**config.mk**
```make
export PLATFORM = sky130hd
export DESIGN_NAME = melody_command_receiver_top_flat
export DESIGN_NICKNAME = d
export VERILOG_FILES = /design/src/rtl/mcr_pkg.sv /design/src/rtl/mcr_item_if.sv /design/src/rtl/mcr_result_if.sv /design/src/rtl/mcr_cfg_if.sv /design/src/rtl/mcr_core.sv /design/src/rtl/melody_command_receiver_top.sv /design/src/flat_wrapper.sv
export SDC_FILE = /design/constraint.sdc
export NUM_CORES = 1
export LEC_CHECK = 0
export BUFFER_PORTS_ARGS = -buffer_cell sky130_fd_sc_hd__buf_2
export CAP_MARGIN = 15
export CORE_MARGIN = 5
export CORE_UTILIZATION = 55
export CTS_CLUSTER_DIAMETER = 50
export DETAILED_ROUTE_END_ITERATION = 6
export PLACE_DENSITY = 0.79
export SYNTH_ARGS = -nofsm -noshare
export SYNTH_HDL_FRONTEND = slang
export SYNTH_SLANG_ARGS = --single-unit
```
**constraint.sdc**
```tcl
create_clock -name clk -period 18 [get_ports clk]
set_input_delay 0.9 -clock clk [delete_from_list [all_inputs] [get_ports clk]]
set_output_delay 0.9 -clock clk [all_outputs]
set_load 0.01 [all_outputs]
```
**src/rtl/mcr_pkg.sv**
```systemverilog
`timescale 1ns / 1ps
package mcr_pkg;

	// configuration register indexes
	localparam logic [1:0] CFG_NORMAL_PRESENT   = 2'd0;
	localparam logic [1:0] CFG_ADVANCED_PRESENT = 2'd1;
	localparam logic [1:0] CFG_TIMEOUT_TICKS    = 2'd2;

	localparam logic [15:0] TIMEOUT_RESET    = 16'd2048;
	localparam logic [5:0]  CODE_SILENT      = 6'h3f;
	localparam logic [5:0]  CODE_GO_ADVANCED = 6'h3c;
	localparam logic [8:0]  ADV_BASE         = 9'h100;
	localparam logic [23:0] CODE_GO_NORMAL   = 24'hf3cf3c;
	localparam logic [4:0]  NORMAL_BITS      = 5'd9;
	localparam logic [4:0]  ADVANCED_BITS    = 5'd24;
	localparam logic [4:0]  COUNT_MAX        = 5'd25;
	localparam int          VOLUME_SHIFT     = 4;

	// play states
	localparam logic [1:0] PLAY_IDLE = 2'd0;
	localparam logic [1:0] PLAY_ONCE = 2'd1;
	localparam logic [1:0] PLAY_LOOP = 2'd2;

	typedef enum logic [1:0] {
		ACT_NONE   = 2'd0,
		ACT_STOP   = 2'd1,
		ACT_PLAY   = 2'd2,
		ACT_APPEND = 2'd3
	} mcr_action_t;

	typedef struct packed {
		logic kind;
		logic data_high;
		logic clock_high;
		logic audio_idle;
	} mcr_item_t;

	typedef struct packed {
		logic [1:0] action;
		logic [3:0] slot_mask;
		logic [8:0] melody_first;
		logic [8:0] melody_second;
		logic [8:0] melody_third;
		logic [8:0] melody_fourth;
		logic [6:0] volume_scale;
		logic       playing;
		logic       looping;
		logic       advanced_mode;
	} mcr_result_t;

endpackage

```
**src/rtl/mcr_item_if.sv**
```systemverilog
`timescale 1ns / 1ps
interface mcr_item_if;
	logic valid;
	logic ready;
	logic kind;
	logic data_high;
	logic clock_high;
	logic audio_idle;

	modport source (output valid, kind, data_high, clock_high, audio_idle, input ready);
	modport sink (input valid, kind, data_high, clock_high, audio_idle, output ready);
endinterface

```
**src/rtl/mcr_result_if.sv**
```systemverilog
`timescale 1ns / 1ps
interface mcr_result_if;
	logic       valid;
	logic       ready;
	logic [1:0] action;
	logic [3:0] slot_mask;
	logic [8:0] melody_first;
	logic [8:0] melody_second;
	logic [8:0] melody_third;
	logic [8:0] melody_fourth;
	logic [6:0] volume_scale;
	logic       playing;
	logic       looping;
	logic       advanced_mode;

	modport source (output valid, action, slot_mask, melody_first, melody_second,
		melody_third, melody_fourth, volume_scale, playing, looping, advanced_mode,
		input ready);
	modport sink (input valid, action, slot_mask, melody_first, melody_second,
		melody_third, melody_fourth, volume_scale, playing, looping, advanced_mode,
		output ready);
endinterface

```
**src/rtl/mcr_cfg_if.sv**
```systemverilog
`timescale 1ns / 1ps
interface mcr_cfg_if;
	logic        valid;
	logic        ready;
	logic [1:0]  index;
	logic [63:0] data;

	modport source (output valid, index, data, input ready);
	modport sink (input valid, index, data, output ready);
endinterface

```
**src/rtl/mcr_core.sv**
```systemverilog
`timescale 1ns / 1ps
module mcr_core (
	input  logic                clk,
	input  logic                arst_n,
	mcr_cfg_if.sink             cfg,
	input  logic                accept,
	input  mcr_pkg::mcr_item_t  item,
	output mcr_pkg::mcr_result_t res
);
	import mcr_pkg::*;

	typedef struct packed {
		logic [1:0] action;
		logic [5:0] mel;
		logic [8:0] last;
		logic [1:0] vol;
		logic [1:0] play;
		logic       adv;
	} mcr_norm_t;

	// configuration
	logic [63:0] normal_present_q;
	logic [63:0] advanced_present_q;
	logic [15:0] timeout_ticks_q;

	// receiver and play state
	logic        prev_clock_q;
	logic        prev_data_q;
	logic        receiving_q;
	logic [4:0]  bit_count_q;
	logic [23:0] shift_bits_q;
	logic [15:0] silence_q;
	logic        in_advanced_q;
	logic [1:0]  play_q;
	logic [8:0]  last_cmd_q;
	logic [1:0]  volume_q;

	logic        prev_clock_n;
	logic        prev_data_n;
	logic        receiving_n;
	logic [4:0]  bit_count_n;
	logic [23:0] shift_bits_n;
	logic [15:0] silence_n;
	logic        in_advanced_n;
	logic [1:0]  play_n;
	logic [8:0]  last_cmd_n;
	logic [1:0]  volume_n;
	mcr_result_t res_n;

	// one normal-mode command: stop, mode switch or single/looped play
	function automatic mcr_norm_t run_normal(input logic [8:0] cmd, input logic [63:0] np,
		input logic capable, input logic adv);
		mcr_norm_t r;
		r.mel    = cmd[5:0];
		r.last   = cmd;
		r.vol    = cmd[7:6];
		r.play   = PLAY_IDLE;
		r.action = ACT_STOP;
		r.adv    = adv;
		if (cmd[5:0] == CODE_SILENT) begin
			r.action = ACT_STOP;
		end else if (capable && cmd[5:0] == CODE_GO_ADVANCED) begin
			r.adv = 1'b1;
		end else if (np[cmd[5:0]]) begin
			r.action = ACT_PLAY;
			r.play   = cmd[8] ? PLAY_LOOP : PLAY_ONCE;
		end
		return r;
	endfunction

	assign cfg.ready = 1'b1;

	// next state and result for one item
	always_comb begin
		mcr_norm_t   nr;
		logic        fire;
		logic [3:0]  mask;
		logic [5:0]  idx [4];
		logic [2:0]  vol_p1;
		prev_clock_n  = prev_clock_q;
		prev_data_n   = prev_data_q;
		receiving_n   = receiving_q;
		bit_count_n   = bit_count_q;
		shift_bits_n  = shift_bits_q;
		silence_n     = silence_q;
		in_advanced_n = in_advanced_q;
		play_n        = play_q;
		last_cmd_n    = last_cmd_q;
		volume_n      = volume_q;
		res_n         = '0;
		nr            = '0;
		fire          = 1'b0;
		mask          = '0;
		for (int k = 0; k < 4; k++) begin
			idx[k] = shift_bits_q[23 - 6 * k -: 6];
		end
		if (!item.kind) begin
			// pin change: start pulse or data bit
			if (!prev_clock_q && !prev_data_q && !item.clock_high && item.data_high) begin
				bit_count_n  = '0;
				shift_bits_n = '0;
				silence_n    = '0;
				receiving_n  = 1'b1;
			end else if (receiving_q && !prev_clock_q && !prev_data_q && item.clock_high) begin
				shift_bits_n = {shift_bits_q[22:0], item.data_high};
				if (bit_count_q < COUNT_MAX) begin
					bit_count_n = bit_count_q + 5'd1;
				end
				silence_n = '0;
			end
			prev_clock_n = item.clock_high;
			prev_data_n  = item.data_high;
		end else begin
			// tick: age silence, decode at timeout
			if (silence_q != 16'hffff) begin
				silence_n = silence_q + 16'd1;
			end
			fire = receiving_q && bit_count_q != 5'd0 && silence_n >= timeout_ticks_q;
			if (fire) begin
				bit_count_n = '0;
				receiving_n = 1'b0;
				if (bit_count_q == NORMAL_BITS && !in_advanced_q) begin
					nr = run_normal(shift_bits_q[8:0], normal_present_q,
						advanced_present_q != '0, in_advanced_q);
					last_cmd_n    = nr.last;
					volume_n      = nr.vol;
					play_n        = nr.play;
					in_advanced_n = nr.adv;
					res_n.action  = nr.action;
					if (nr.action == ACT_PLAY) begin
						res_n.slot_mask    = 4'b0001;
						res_n.melody_first = {3'b000, nr.mel};
					end
				end else if (bit_count_q == ADVANCED_BITS && in_advanced_q) begin
					if (shift_bits_q == CODE_GO_NORMAL) begin
						res_n.action  = ACT_STOP;
						play_n        = PLAY_IDLE;
						in_advanced_n = 1'b0;
					end else begin
						for (int k = 0; k < 4; k++) begin
							mask[k] = advanced_present_q[idx[k]];
						end
						if (mask != '0) begin
							res_n.action        = ACT_APPEND;
							res_n.slot_mask     = mask;
							res_n.melody_first  = ADV_BASE | {3'b000, idx[0]};
							res_n.melody_second = ADV_BASE | {3'b000, idx[1]};
							res_n.melody_third  = ADV_BASE | {3'b000, idx[2]};
							res_n.melody_fourth = ADV_BASE | {3'b000, idx[3]};
							play_n              = PLAY_ONCE;
						end else begin
							play_n = PLAY_IDLE;
						end
					end
				end
			end
			// end of audio: finish a single play or restart a loop
			if (res_n.action != ACT_PLAY && res_n.action != ACT_APPEND && play_n != PLAY_IDLE
				&& item.audio_idle) begin
				if (play_n == PLAY_ONCE) begin
					play_n = PLAY_IDLE;
				end else begin
					nr = run_normal(last_cmd_n, normal_present_q,
						advanced_present_q != '0, in_advanced_n);
					last_cmd_n    = nr.last;
					volume_n      = nr.vol;
					play_n        = nr.play;
					in_advanced_n = nr.adv;
					res_n.action  = nr.action;
					if (nr.action == ACT_PLAY) begin
						res_n.slot_mask    = 4'b0001;
						res_n.melody_first = {3'b000, nr.mel};
					end
				end
			end
		end
		vol_p1              = {1'b0, volume_n} + 3'd1;
		res_n.volume_scale  = {vol_p1, {VOLUME_SHIFT{1'b0}}};
		res_n.playing       = play_n != PLAY_IDLE;
		res_n.looping       = play_n == PLAY_LOOP;
		res_n.advanced_mode = in_advanced_n;
	end

	assign res = res_n;

	// configuration registers
	always_ff @(posedge clk or negedge arst_n) begin
		if (!arst_n) begin
			normal_present_q   <= '0;
			advanced_present_q <= '0;
			timeout_ticks_q    <= TIMEOUT_RESET;
		end else if (cfg.valid) begin
			case (cfg.index)
				CFG_NORMAL_PRESENT:   normal_present_q   <= cfg.data;
				CFG_ADVANCED_PRESENT: advanced_present_q <= cfg.data;
				CFG_TIMEOUT_TICKS:    timeout_ticks_q    <= cfg.data[15:0];
				default: ;
			endcase
		end
	end

	// state update on each accepted request
	always_ff @(posedge clk or negedge arst_n) begin
		if (!arst_n) begin
			prev_clock_q  <= 1'b0;
			prev_data_q   <= 1'b0;
			receiving_q   <= 1'b0;
			bit_count_q   <= '0;
			shift_bits_q  <= '0;
			silence_q     <= '0;
			in_advanced_q <= 1'b0;
			play_q        <= PLAY_IDLE;
			last_cmd_q    <= '0;
			volume_q      <= '0;
		end else if (accept) begin
			prev_clock_q  <= prev_clock_n;
			prev_data_q   <= prev_data_n;
			receiving_q   <= receiving_n;
			bit_count_q   <= bit_count_n;
			shift_bits_q  <= shift_bits_n;
			silence_q     <= silence_n;
			in_advanced_q <= in_advanced_n;
			play_q        <= play_n;
			last_cmd_q    <= last_cmd_n;
			volume_q      <= volume_n;
		end
	end

	a_count_sat: assert property (@(posedge clk) disable iff (!arst_n)
		bit_count_q <= COUNT_MAX)
		else $error("bit count above saturation");
	a_play_code: assert property (@(posedge clk) disable iff (!arst_n)
		play_q == PLAY_IDLE || play_q == PLAY_ONCE || play_q == PLAY_LOOP)
		else $error("bad play state");
	a_append_mask: assert property (@(posedge clk) disable iff (!arst_n)
		accept && res_n.action == ACT_APPEND |-> res_n.slot_mask != '0 && in_advanced_q)
		else $error("advanced play without slot");
	a_idle_rcv: assert property (@(posedge clk) disable iff (!arst_n)
		!receiving_q && accept && item.kind |=> bit_count_q == $past(bit_count_q))
		else $error("bit count moved while not receiving");
endmodule

```
**src/rtl/melody_command_receiver_top.sv**
```systemverilog
`timescale 1ns / 1ps
// Two-wire command receiver and play controller for a melody chip.
// item channel: one request per pin change (kind 0, new clock and data
// levels) or per time tick (kind 1, with the player's audio_idle flag).
// result channel: exactly one reply per request with the play action,
// slot mask, four melody indexes, volume scale and play/loop/mode flags.
// cfg channel: writes normal_present (0), advanced_present (1) and
// timeout_ticks (2); it is always ready and should only be used while
// no request is outstanding.
// A reply is registered in the output register (the skid register under a stall).
// Throughput: one request per cycle while item.ready is high; all decode is
// one pass of logic between the state registers and the output register.
// When the receiver stalls, a skid register absorbs one more reply and
// item.ready then drops until the output register drains.
// Reset (arst_n low) clears all receive and play state, empties the output
// stages and restores timeout_ticks to 2048 and the presence maps to zero.
module melody_command_receiver_top (
	input  logic        clk,
	input  logic        arst_n,
	mcr_item_if.sink    item,
	mcr_result_if.source result,
	mcr_cfg_if.sink     cfg
);
	import mcr_pkg::*;

	logic        accept;
	mcr_item_t   item_pl;
	mcr_result_t res_new;
	mcr_result_t out_s1;
	mcr_result_t skid_q;
	logic        out_v_s1;
	logic        skid_v_q;

	assign item.ready = !skid_v_q;
	assign accept     = item.valid && item.ready;
	assign item_pl    = '{kind: item.kind, data_high: item.data_high,
		clock_high: item.clock_high, audio_idle: item.audio_idle};

	mcr_core u_core (
		.clk    (clk),
		.arst_n (arst_n),
		.cfg    (cfg),
		.accept (accept),
		.item   (item_pl),
		.res    (res_new)
	);

	// output register with skid stage
	always_ff @(posedge clk or negedge arst_n) begin
		if (!arst_n) begin
			out_v_s1 <= 1'b0;
			skid_v_q <= 1'b0;
		end else if (!out_v_s1 || result.ready) begin
			out_v_s1 <= skid_v_q || accept;
			skid_v_q <= 1'b0;
		end else if (accept) begin
			skid_v_q <= 1'b1;
		end
	end

	always_ff @(posedge clk) begin
		if (!out_v_s1 || result.ready) begin
			out_s1 <= skid_v_q ? skid_q : res_new;
		end else if (accept) begin
			skid_q <= res_new;
		end
	end

	assign result.valid         = out_v_s1;
	assign result.action        = out_s1.action;
	assign result.slot_mask     = out_s1.slot_mask;
	assign result.melody_first  = out_s1.melody_first;
	assign result.melody_second = out_s1.melody_second;
	assign result.melody_third  = out_s1.melody_third;
	assign result.melody_fourth = out_s1.melody_fourth;
	assign result.volume_scale  = out_s1.volume_scale;
	assign result.playing       = out_s1.playing;
	assign result.looping       = out_s1.looping;
	assign result.advanced_mode = out_s1.advanced_mode;

	a_skid_needs_out: assert property (@(posedge clk) disable iff (!arst_n)
		skid_v_q |-> out_v_s1)
		else $error("skid holds a reply while output register is empty");
	a_stall_fills_skid: assert property (@(posedge clk) disable iff (!arst_n)
		out_v_s1 && !result.ready && accept |=> skid_v_q && out_v_s1)
		else $error("reply lost under stall");
	a_accept_shows: assert property (@(posedge clk) disable iff (!arst_n)
		accept && (!out_v_s1 || result.ready) |=> out_v_s1)
		else $error("accepted request produced no reply");
endmodule

```
**src/flat_wrapper.sv**
```systemverilog
// flat-port wrapper written by rule: the top's interface ports become plain ports
module melody_command_receiver_top_flat import mcr_pkg::*;
  (clk, arst_n, item_valid, item_kind, item_data_high, item_clock_high, item_audio_idle, item_ready, result_valid, result_action, result_slot_mask, result_melody_first, result_melody_second, result_melody_third, result_melody_fourth, result_volume_scale, result_playing, result_looping, result_advanced_mode, result_ready, cfg_valid, cfg_index, cfg_data, cfg_ready);
  mcr_item_if item_i ();
  mcr_result_if result_i ();
  mcr_cfg_if cfg_i ();
  input  logic clk;
  input  logic arst_n;
  input wire logic [$bits(item_i.valid)-1:0] item_valid;
  input wire logic [$bits(item_i.kind)-1:0] item_kind;
  input wire logic [$bits(item_i.data_high)-1:0] item_data_high;
  input wire logic [$bits(item_i.clock_high)-1:0] item_clock_high;
  input wire logic [$bits(item_i.audio_idle)-1:0] item_audio_idle;
  output wire logic [$bits(item_i.ready)-1:0] item_ready;
  output wire logic [$bits(result_i.valid)-1:0] result_valid;
  output wire logic [$bits(result_i.action)-1:0] result_action;
  output wire logic [$bits(result_i.slot_mask)-1:0] result_slot_mask;
  output wire logic [$bits(result_i.melody_first)-1:0] result_melody_first;
  output wire logic [$bits(result_i.melody_second)-1:0] result_melody_second;
  output wire logic [$bits(result_i.melody_third)-1:0] result_melody_third;
  output wire logic [$bits(result_i.melody_fourth)-1:0] result_melody_fourth;
  output wire logic [$bits(result_i.volume_scale)-1:0] result_volume_scale;
  output wire logic [$bits(result_i.playing)-1:0] result_playing;
  output wire logic [$bits(result_i.looping)-1:0] result_looping;
  output wire logic [$bits(result_i.advanced_mode)-1:0] result_advanced_mode;
  input wire logic [$bits(result_i.ready)-1:0] result_ready;
  input wire logic [$bits(cfg_i.valid)-1:0] cfg_valid;
  input wire logic [$bits(cfg_i.index)-1:0] cfg_index;
  input wire logic [$bits(cfg_i.data)-1:0] cfg_data;
  output wire logic [$bits(cfg_i.ready)-1:0] cfg_ready;
  assign item_i.valid = item_valid;
  assign item_i.kind = item_kind;
  assign item_i.data_high = item_data_high;
  assign item_i.clock_high = item_clock_high;
  assign item_i.audio_idle = item_audio_idle;
  assign item_ready = item_i.ready;
  assign result_valid = result_i.valid;
  assign result_action = result_i.action;
  assign result_slot_mask = result_i.slot_mask;
  assign result_melody_first = result_i.melody_first;
  assign result_melody_second = result_i.melody_second;
  assign result_melody_third = result_i.melody_third;
  assign result_melody_fourth = result_i.melody_fourth;
  assign result_volume_scale = result_i.volume_scale;
  assign result_playing = result_i.playing;
  assign result_looping = result_i.looping;
  assign result_advanced_mode = result_i.advanced_mode;
  assign result_i.ready = result_ready;
  assign cfg_i.valid = cfg_valid;
  assign cfg_i.index = cfg_index;
  assign cfg_i.data = cfg_data;
  assign cfg_ready = cfg_i.ready;
  melody_command_receiver_top u_core (.clk(clk), .arst_n(arst_n), .item(item_i), .result(result_i), .cfg(cfg_i));
endmodule
```
[After elaboration in Yosys (flattened, before gate mapping)]
Cells that the tools add are included.
Word-level totals
  register bits after elaboration: 304
  input port bits: 75
  output and inout port bits: 55
Operators by class
  add/sub/neg operators: 3
  order comparisons: 7
  equality and inequality tests: 17
  muxes and demuxes: 89
  bitwise logic cells: 2
  reduce and logical (&&, ||, !) cells: 45
Operators by type and width (count)
  two-way mux 42 bit: 5
  two-way mux 16 bit: 5
  two-way mux 2 bit: 32
  nonzero test 64 bit: 1
  two-way mux 52 bit: 1
  two-way mux 24 bit: 2
  two-way mux 15 bit: 3
  two-way mux 40 bit: 1
  binary-select mux 1 bit (select 6 bit): 6
  less-than comparator 6 x 7 -> 1 bit (second input constant): 5
  two-way mux 27 bit: 1
  two-way mux 9 bit: 3
  two-way mux 5 bit: 5
  == test 24 bit (second input constant): 1
  == test 6 bit (second input constant): 4
  two-way mux 1 bit: 21
  adder 16 x 1 -> 16 bit (second input constant): 1
  >= comparator 16 bit: 1
  logical AND 1 bit: 16
  inequality test 16 bit (second input constant): 1
  AND reduction 2 bit: 7
  two-way mux 13 bit: 1
  two-way mux 10 bit: 1
  nonzero test 2 bit: 5
  other kinds (19): 34

[Logic depth before layout (Yosys ltp)]
  word-level depth: 25
  depth in mapped cells: 26
  mapped depth without buffers: 22

[Hierarchy]
From an unflattened synthesis, not the netlist that was laid out.
Unflattened totals
  cells, all modules: 1289
  area total of the unflattened synthesis: 17121.4 um2
Modules (own cells, without submodules)
  mcr_core: instances 1, cells an instance 1118, area each 13042.5 um2
  melody_command_receiver_top: instances 1, cells an instance 171, area each 4078.9 um2

[Worst setup path before layout]
No wires, ideal clock.
  path kind: reg2reg
  start point: register u_core.u_core.silence_q[3]
  end point: register u_core.out_s1, in the netlist u_core.result.melody_first[3], data pin
  arrival time: 5.512 ns
  required time: 17.740 ns
  slack: 12.229 ns
  stages on the path, launching flop included: 24
  clock period less this slack: 5.771 ns
  cells stage by stage: dfrtp_1 -> clkbuf_1 -> and3_1 -> and3_1 -> nand4_1 -> nor3_1 -> nand4_1 -> nor2b_1 -> and3_1 -> xor2_1 -> ha_1 -> nand4_1 -> nor4_2 -> o21ai_1 -> a31oi_1 -> buf_2 -> mux2i_4 -> a221oi_1 -> a211o_1 -> nor4b_2 -> o21a_1 -> buf_4 -> o32ai_1 -> mux2_2
RTL lines
  start: declaration: RTL line mcr_core.sv:32  | logic [15:0] silence_q;
  start signal: assignment: RTL line mcr_core.sv:221  | silence_q <= silence_n;
  end signal: assignment: RTL line melody_command_receiver_top.sv:63  | out_s1 <= skid_v_q ? skid_q : res_new;
  end: declaration: RTL line melody_command_receiver_top.sv:29  | mcr_result_t out_s1;

==> impl_metrics.yaml <==
timing:
  rsz0062_at_grt: "false"
  fin_worst_skew_ns: 0.0146
  tightestPinTransition_ns: 1.13
  hold_viol: 0
  setup_viol: 0
  setup_tns_ns: 0
  clock.fmax_ghz: 0.143
  whs_ns: 0.505
  slew_headroom_pct: 24.7
  slew_violations: 0
  period_needed_ns: 6.97
  period_share_pct: 38.7
logic_synthesis:
  synthArstFlopShare_pct: 73.1
  ys_ff_latch: 283
  syn_inst: 1270
  syn_area_per_cell_um2: 12.5
  yosys_warnings: 0
  synth-edff-count: 76
  synth_area_um2: 15900
  yosysUniqueCellTypes: 78
  yosysSeqAreaShare_pct: 47.0
  synth-main-ff-cell: "dfrtp_1"
hold_path:
  hp-class: "register to register"
  whs_path_depth: 1
grt:
  overflow: 0
  grt_use_total_pct: 25.3
  antenna_found_initial: 0
  grt_max_degree: 126
  grt_pass1_wl_um: 66200
  grt_pass1_vias: 11600
final_layout:
  layout.nets: 1450
  diodes: 0
  stdcell_area_um2: 18000
  area_growth_pct: 13.0
  drive_gt1_share_pct: 35.0
setup_path:
  path_max_fanout: 29
  cp.required_ns: 18.27
  crit_arrival_ns: 7.24
  cp-end-kind: "register"
  rr_worst_depth: 22
  crit_type: "register to register"
  start_kind: "register"
clock_tree:
  clockBufferDepth: 3
  holdBufCountCts: 0
  cts_setup_buffers: 0
  cts-root-buf: "clkbuf_16"
  cts_made_buffers: 37
  clk_latency_ns: 0.52
  clkTransAtPathRegs_ns: 0.06
  cts_tree: "done"
  htree_levels: 2
  ctsResizeCount: 0
  cts_sinks: 283
placed_design:
  dpl_cell_area_um2: 16700
  place_hpwl_um: 28700
  portBuffers: 116
  place.gp.congestion: 0.929
power_and_ir_drop:
  p_leak_nw: 7.34
  powerDensity_nw_per_um2: 128
  clock_power_share_pct: 33.1
  ir_worst_vdd_mv: 0.114
  power_frac_seq_pct: 39.8
  power_frac_comb_pct: 27.2
  p_total_mw: 2.30
  p_int_mw: 1.56
  switching_share_pct: 32.3
  p_sw_mw: 0.743
floorplanning:
  start_util_pct: 55.5
  design.die.area_um2: 32400
  num_rows: 62
  chipHeight_um: 180
  coreArea_um2: 28600
  ioPinCount: 130
  die_w_um: 180
job:
  drv_cap: 0
detailed_routing:
  firstDrtPassIters: 6
  wl_um: 41400
  route.vias.total: 11500
  remaining_drc_errors: 0
  drt_iter0_markers: 1601
  ant_nets: 0
  wl_per_cell_um: 23.5
  routed_via_density: 6.51
status:
  status: "finished clean"
==> sequential cells by signal, indices dropped and copies added, names as in the netlist, 2 cells and up <==
signal,count
u_core.u_core.bit_count_q,5
u_core.u_core.last_cmd_q,9
u_core.result.volume_scale,3
u_core.u_core.advanced_present_q,64
u_core.u_core.shift_bits_q,24
u_core.result.action,2
u_core.u_core.play_q,2
u_core.u_core.normal_present_q,63
u_core.skid_q,38
u_core.result.slot_mask,4
u_core.result.melody_first,7
u_core.u_core.silence_q,16
u_core.u_core.volume_q,2
u_core.result.melody_second,6
u_core.result.melody_fourth,6
u_core.result.melody_third,7
u_core.u_core.timeout_ticks_q,16
==> synth_stat cells, types with 3 or more instances <==
library cell / instances / share of area [%]
nor2_1: 54 / 1.3
inv_1: 26 / 0.61
o22ai_1: 10 / 0.39
xnor2_1: 5 / 0.28
and2_1: 23 / 0.91
o22a_1: 3 / 0.17
a211oi_1: 13 / 0.61
nand3_1: 34 / 1.1
buf_4: 19 / 0.90
clkbuf_1: 55 / 1.3
nor2b_1: 15 / 0.59
xor2_1: 6 / 0.33
o31ai_1: 9 / 0.43
mux4_2: 92 / 13
edfxtp_1: 76 / 14
a21oi_1: 33 / 1.0
and3_1: 6 / 0.24
a22o_1: 12 / 0.66
o21ai_1: 4 / 0.13
o21ai_0: 42 / 1.3
o31a_1: 3 / 0.17
nand2b_1: 12 / 0.47
mux2i_1: 52 / 3.3
a21o_1: 5 / 0.24
buf_2: 18 / 0.57
buf_1: 5 / 0.12
mux2_2: 179 / 13
nand4_1: 15 / 0.59
nor3_1: 14 / 0.44
nor4_1: 18 / 0.71
nand2_1: 110 / 2.6
a22oi_1: 9 / 0.43
nand3b_1: 4 / 0.19
ha_1: 21 / 1.7
a31oi_1: 10 / 0.39
dfrtp_1: 206 / 32
==> metrics by stage <==
| step | setup WS, ns | std cells | util (%) |
|---|---|---|---|
| after CTS | 11.14 | 1764 | 62.7 |
| after floorplan | 12.23 | 1281 | - |
| after global placement | 11.48 | 1698 | 58.2 |
| after global routing | 10.53 | 1765 | 62.7 |
| final | 11.03 | 1765 | 62.7 |
| after detailed placement | 11.17 | 1698 | 58.2 |
==> per-layer routing <==
layer	track usage, %	vias to the layer above	wire, um
met5	0	-	0
met4	8.32	0	1450
met3	6.31	147	4410
met2	40.0	697	19200
met1	34.9	5677	16400
li1	-	4968	-
==> cells by family (layout without fill, tap and decap cells) <==
logic type	count (synthesis)	in the layout	share of synthesized area [%]
and+or+nand+nor	325	325	10.3
AOI/OAI and AO/OA	178	178	7.54
muxes	325	325	29.2
xor gates and xnor gates	11	11	0.607
buffers and inverters	125	225	3.59
other	2	13	0.0473
DFF	283	283	47.0
adders and majority gates	21	21	1.65
==> final cells by class <==
cell class	instances	area, um^2
Clock buffer	44	982
Clock inverter	22	298
Fill cell	2121	10700
Inverter	27	101
Multi-Input combinational cell	873	7920
Sequential cell	283	7460
Tap cell	384	480
Timing Repair Buffer	132	709
==> critical path, cell delays in order, from the launching register on <==
cell,delay (ns)
dfrtp_1,0.48
and3_1,0.21
and3_1,0.23
nand4_1,0.20
nor3_1,0.44
nand4_1,0.42
nor2b_1,0.32
and3_1,0.23
xor2_1,0.16
ha_1,0.29
a21oi_1,0.16
o21ai_1,0.12
a2111oi_4,0.49
a311oi_1,0.23
a211oi_4,0.23
buf_4,0.39
mux2i_1,0.24
nor4_1,0.07
a211oi_1,0.30
nor3_1,0.11
o211ai_1,0.81
o32ai_1,0.27
mux2_2,0.33
==> layout by cell type, fill, tap and decap left out, types with 5 or more instances in the layout <==
cell type / instances
a211oi_1: 13
a21o_1: 5
a21oi_1: 32
a22o_1: 12
a22oi_1: 9
a31oi_1: 10
and2_1: 23
and3_1: 6
buf_2: 115
buf_4: 16
bufinv_16: 5
clkbuf_16: 37
conb_1: 13
dfrtp_1: 205
edfxtp_1: 76
ha_1: 21
inv_1: 26
mux2_2: 179
mux2i_1: 52
mux4_2: 92
nand2_1: 110
nand2b_1: 11
nand3_1: 34
nand4_1: 15
nor2_1: 53
nor2b_1: 15
nor3_1: 14
nor4_1: 18
o21ai_0: 42
o22ai_1: 10
o31ai_1: 9
xnor2_1: 5
xor2_1: 6
==> power groups by stage <==
stage               registers (mW)  logic (mW)  clock network (mW)
floorplan                    0.847       0.492                   0
global placement             0.907       0.598                   0
detailed placement           0.914       0.617                   0
CTS                          0.904       0.622               0.770
global route                 0.920       0.673               0.801
finish                       0.914       0.625               0.760
==> final timing paths <==
kind	start	endpoint	slack, ns
setup / recovery	u_core.u_core.silence_q[3]$_DFFE_PN0P_	u_core.result.melody_first[3]$_DFFE_PN_	11.03
hold / removal	u_core.u_core.timeout_ticks_q[5]$_DFFE_PN0P_	u_core.u_core.timeout_ticks_q[5]$_DFFE_PN0P_	0.51
setup reg to reg	u_core.u_core.silence_q[3]$_DFFE_PN0P_	u_core.result.melody_first[3]$_DFFE_PN_	11.03
hold reg to reg	u_core.u_core.timeout_ticks_q[5]$_DFFE_PN0P_	u_core.u_core.timeout_ticks_q[5]$_DFFE_PN0P_	0.51
max in group asynchronous	arst_n	u_core.u_core.shift_bits_q[4]$_DFFE_PN0P_	15.79
min in group asynchronous	arst_n	u_core.u_core.timeout_ticks_q[12]$_DFFE_PN0P_	0.54
No activity file was read; power rests on OpenSTA's default activity.
